### src/hw/rtl/cgi_pkg.sv
// ----------------------------------------------------------------------------
// cgi_pkg
// Shared types and constants of the colour glow interpolator.
// ----------------------------------------------------------------------------
`default_nettype none

package cgi_pkg;

    localparam int unsigned TIME_W   = 32;
    localparam int unsigned WIN_W    = 16;
    localparam int unsigned COLOR_W  = 24;
    localparam int unsigned CH_W     = 8;
    localparam int unsigned NUM_CH   = 3;
    // |peak - base| times k
    localparam int unsigned PROD_W   = 24;
    // q = W/4 fits in 14 bits
    localparam int unsigned Q_W      = 14;
    // quotient of the blend never exceeds about twice the channel span
    localparam int unsigned QUO_W    = 10;
    localparam int unsigned IDX_W    = 2;

    // modulo stages, k stage, product stage, blend divide stages, output stage
    localparam int unsigned LATENCY  = TIME_W + 1 + 1 + PROD_W + 1;

    localparam logic [WIN_W-1:0]   WINDOW_RST = 16'd2000;
    localparam logic [COLOR_W-1:0] BASE_RST   = 24'h000000;
    localparam logic [COLOR_W-1:0] PEAK_RST   = 24'hFFFFFF;

    typedef enum logic [IDX_W-1:0] {
        REG_WINDOW = 2'd0,
        REG_BASE   = 2'd1,
        REG_PEAK   = 2'd2,
        REG_NONE   = 2'd3
    } t_reg_idx;

endpackage

`default_nettype wire

### src/hw/rtl/cgi_mod.sv
// ----------------------------------------------------------------------------
// cgi_mod
// Pipelined restoring remainder: time stamp modulo the window, one bit a stage.
// ----------------------------------------------------------------------------
`default_nettype none

module cgi_mod
    import cgi_pkg::*;
(
    input  wire logic              i_clk,
    input  wire logic              i_rst_n,
    input  wire logic              i_valid,
    input  wire logic [TIME_W-1:0] i_time,
    input  wire logic [WIN_W-1:0]  i_window,
    output logic                   o_valid,
    output logic [WIN_W-1:0]       o_rem
);

    logic [TIME_W-1:0] r_vld;
    logic [WIN_W-1:0]  r_rem [TIME_W];
    logic [TIME_W-1:0] r_num [TIME_W];

    genvar gi;
    generate
        for (gi = 0; gi < TIME_W; gi++) begin : g_stage
            logic              in_vld;
            logic [WIN_W-1:0]  in_rem;
            logic [TIME_W-1:0] in_num;
            logic [WIN_W:0]    trial;
            logic [WIN_W-1:0]  n_rem;

            if (gi == 0) begin : g_first
                assign in_vld = i_valid;
                assign in_rem = '0;
                assign in_num = i_time;
            end else begin : g_next
                assign in_vld = r_vld[gi-1];
                assign in_rem = r_rem[gi-1];
                assign in_num = r_num[gi-1];
            end

            // shift in the next dividend bit, subtract when it fits
            always_comb begin
                trial = {in_rem, in_num[TIME_W-1]};
                if (trial >= {1'b0, i_window}) begin
                    n_rem = WIN_W'(trial - {1'b0, i_window});
                end else begin
                    n_rem = trial[WIN_W-1:0];
                end
            end

            always_ff @(posedge i_clk) begin
                if (!i_rst_n) begin
                    r_vld[gi] <= 1'b0;
                end else begin
                    r_vld[gi] <= in_vld;
                end
                r_rem[gi] <= n_rem;
                r_num[gi] <= {in_num[TIME_W-2:0], 1'b0};
            end
        end
    endgenerate

    assign o_valid = r_vld[TIME_W-1];
    assign o_rem   = r_rem[TIME_W-1];

endmodule

`default_nettype wire

### config.mk
export PLATFORM = sky130hd
export DESIGN_NAME = cgi_mod
export DESIGN_NICKNAME = d
export VERILOG_FILES = /design/src/hw/rtl/cgi_pkg.sv /design/src/hw/rtl/cgi_mod.sv
export SDC_FILE = /design/constraint.sdc
export NUM_CORES = 2
export LEC_CHECK = 0
export ABC_AREA = 1
export BUFFER_PORTS_ARGS = -buffer_cell sky130_fd_sc_hd__buf_2
export CORE_MARGIN = 10
export CORE_UTILIZATION = 40
export CTS_CLUSTER_SIZE = 16
export DETAILED_ROUTE_END_ITERATION = 10
export SLEW_MARGIN = 20
export SYNTH_ARGS = -nofsm -noshare
export SYNTH_HDL_FRONTEND = slang
export SYNTH_SLANG_ARGS = --single-unit
### constraint.sdc
create_clock -name i_clk -period 10.5 [get_ports i_clk]
set_input_delay 0.525 -clock i_clk [delete_from_list [all_inputs] [get_ports i_clk]]
set_output_delay 0.525 -clock i_clk [all_outputs]
set_load 0.05 [all_outputs]
==> impl_metrics.py <==
metrics = {
    "timing": {
        "fmax_mhz": 356,
        "drv_slew": 0,
        "fin_crit_ps": 2810,
        "slew_headroom": 0.235,
        "setup_viol": 0,
        "max_slew.worst_pin.slew_ps": 1140,
        "rsz0062_at_grt": "false",
        "fin_crit_sh": 0.268,
        "setup_tns_ps": 0,
        "finalClockSkew_ps": 22.1,
        "hold_violations": 0,
    },
    "global_route": {
        "overflow": 0,
        "grt.busiest_layer": "met2",
        "grt_max_degree": 33,
        "antenna_found_initial": 1,
        "grt_pass1_wl_um": 256000,
        "grt_pass1_vias": 49501,
        "grt_use_met1": 0.253,
        "grt_use_met3": 0.0283,
        "grtUsageMet2": 0.314,
        "grt_util_all_layers": 0.192,
    },
    "flow_run": {
        "cap_violations": 0,
    },
    "power_and_ir_drop": {
        "vdd_drop_max_uv": 135,
        "power-per-cell-area_nw_per_um2": 290,
        "p_leak_nw": 36.6,
        "power.total_mw": 19.1,
    },
    "synth": {
        "yosys_register_bits": 1040,
        "seq_area_frac_synth": 0.351,
        "synth_cell_types": 41,
        "yosys_warnings": 0,
        "synth_cells": 8764,
        "avgSynthCellArea_sq_um": 6.76,
        "syn_area_sq_um": 59300,
        "synth_nets": 9344,
    },
    "clock_network": {
        "cts_root_buf": "clkbuf_16",
        "cts_max_level": 3,
        "clkLatencyLatePin_ps": 750,
        "cts_buffers": 117,
        "cts.sinks": 1040,
        "cts_max_path_buffers": 3,
        "clk_transition_reported_paths_ps": 70,
        "cts_tree": "built",
    },
    "layout": {
        "layout-drive-gt1-share": 0.0740,
        "diodes": 0,
        "fillers": 15121,
        "fin_nets": 9506,
        "syn_to_final_growth_pct": 11.5,
    },
    "setup_path": {
        "path_max_fanout": 23,
        "setup.worst_path.start_class": "input pin",
        "crit_top_cell": "nand2_1",
        "ff2ff_setup_slack_ps": 8310,
        "cp_slowest_cell": "buf_4",
        "r2r-start": "r_rem[2][109]",
        "path_delay_family": "buffers and inverters",
        "rr_endpoint": "r_rem[2][112]",
        "critPathRequiredTime_ps": 11170,
        "rr_worst_depth": 8,
        "crit_chain": "buf_2 -> inv_2 -> buf_4 -> ha_1 -> nand2_1 -> inv_1 -> nand2_1 -> nand2_1 -> inv_1 -> nand3_1 -> nand2_1 -> nand2_4 -> inv_2 -> nand2_1 -> nand2_1",
        "critPathCaptureType": "flop",
        "crit_buf_inv": 6,
        "crit_path_max_incr_delay_ps": 650,
        "cp.arrival_ps": 3480,
        "critPathKind": "in -> reg",
    },
    "floorplanning": {
        "initial_core_util": 0.402,
        "core-area_sq_um": 147000,
        "die_x_um": 405,
        "top_level_ports": 68,
        "dieArea_sq_um": 164000,
        "die_y_um": 405,
        "rows": 141,
    },
    "detailed_routing": {
        "avgRoutedWirePerCell_um": 14.6,
        "drt_pre_antenna_iters": 6,
        "antenna_left": 0,
        "vias": 52375,
        "avgViaCountPerCell": 4.78,
        "drc_errors": 0,
        "dr.first_iter.drc_count": 3526,
        "totalWireLength_um": 160000,
    },
    "hold_path": {
        "hold_start": "i_window[2]",
        "hp-class": "in -> reg",
        "whs_path_depth": 3,
        "min_to": "r_rem[0][3]",
    },
    "placed_design": {
        "dp_hpwl_um": 118000,
        "gp_congestion": 0.931,
        "io_buffer_count": 67,
    },
    "status": {
        "outcome": "complete, no violations",
    },
}
stage by stage:
stage | instances | worst slack, ps | util | hold slack [ps] | area [sq um]
2_1_floorplan | 8764 | 6790 | - | 310 | 59300
3_3_place_gp | 10704 | 6930 | 0.417 | 310 | 61400
3_5_place_dp | 10704 | 6960 | 0.417 | 312 | 61400
4_1_cts | 10958 | 7760 | 0.448 | 106 | 66000
5_1_grt | 10958 | 7540 | 0.448 | 149 | 66000
6_report | 10958 | 7690 | 0.448 | 148 | 66000
timing repair:
item                                   in CTS  in global routing
buffers inserted                            0                  0
resized for setup                           0                  0
hold buffers                               33                  0
endpoints found under the hold margin      33                  0
worst max-delay path by stage:
stage | start | to | slack, ps | cells past startpoint
final | i_window[8] | r_rem[2][44] | 7690 | 15
after global routing | i_window[8] | r_rem[0][80] | 7540 | 14
after CTS | i_window[8] | r_rem[2][44] | 7760 | 15
after detailed placement | i_window[10] | r_rem[2][44] | 6960 | 13
after global placement | i_window[10] | r_rem[2][44] | 6930 | 13
after floorplan | i_window[1] | r_rem[2][120] | 6790 | 11
Yosys cell counts (all sizes together):
library cell	count	share of area
buf	70	0.011
nand2	3782	0.25
dfxtp	1040	0.35
xor2	168	0.025
nor2	500	0.036
clkinv	2	0.00013
ha	498	0.11
and2	31	0.0033
o21ai	35	0.0032
a21oi	237	0.020
nor3	115	0.010
nand4	70	0.0075
nand3	597	0.052
nor4	14	0.0030
inv	1320	0.084
fa	31	0.010
nand3b	135	0.017
clkbuf	4	0.00025
and3	1	0.00011
o211ai	1	0.00013
xnor2	20	0.0030
or2	93	0.0098
sequential cells by signal (all words and copies together), names as in the netlist:
register,flops
r_rem,512
g_stage.in_vld,31
o_valid,1
r_num,496
per-layer routing:
metal	vias up	wire (um)
met2	1250	70600
li1	27444	-
met4	0	5800
met5	-	0
met3	317	8600
met1	23364	75100
tightest hold or removal path, cell delays in order:
cell and delay (ps):
buf_2 130, nor2_4 80, a21oi_1 130
layout by cell type (no fill, tap or decap), types with 20 or more instances in the layout:
| cell | Yosys | routed |
|---|---|---|
| or2_2 | 63 | 63 |
| nand3b_1 | 135 | 135 |
| nand2_1 | 3670 | 3670 |
| ha_1 | 498 | 498 |
| nor2_1 | 419 | 419 |
| dfxtp_1 | 1040 | 1040 |
| xor2_1 | 168 | 168 |
| o21ai_0 | 31 | 31 |
| inv_1 | 1256 | 1242 |
| nor2_2 | 72 | 72 |
| nand4_1 | 69 | 69 |
| clkbuf_16 | 0 | 118 |
| inv_2 | 48 | 62 |
| and2_1 | 31 | 31 |
| nor3_1 | 111 | 111 |
| a21oi_1 | 237 | 237 |
| nand3_1 | 582 | 582 |
| bufinv_16 | 0 | 22 |
| xnor2_1 | 20 | 20 |
| dlygate4sd3_1 | 0 | 33 |
| fa_1 | 31 | 31 |
| nand2_2 | 78 | 78 |
| buf_2 | 11 | 66 |
| nand2_4 | 34 | 34 |
where the power goes:
group	leakage (nW)	switching (mW)	internal, mW
Combinational	25.9	5.96	3.13
Sequential	8.72	0.681	4.88
Clock	2.06	1.76	2.71
Total	36.6	8.40	10.7
cell families after synthesis:
family	count (synthesis)	synth area share
AO/OA/AOI/OAI	273	0.0234
XOR/XNOR	188	0.0278
adder cells (fa/ha/maj)	529	0.116
buffers and inverters	1396	0.0961
flip-flops	1040	0.351
AND/OR/NAND/NOR	5338	0.386
layout make-up:
cell class | instances | area [sq um] | share of cell area
multi-input cells | 6328 | 32700 | 0.496
well taps | 1930 | 2410 | 0.0366
clock inverters | 81 | 1110 | 0.0168
inverters | 1322 | 5000 | 0.0758
repair buffers | 117 | 796 | 0.0120
flip-flops and latches | 1040 | 20800 | 0.315
clock buffers | 140 | 3170 | 0.0479
Note: power is estimated with default switching activity, not from simulation.
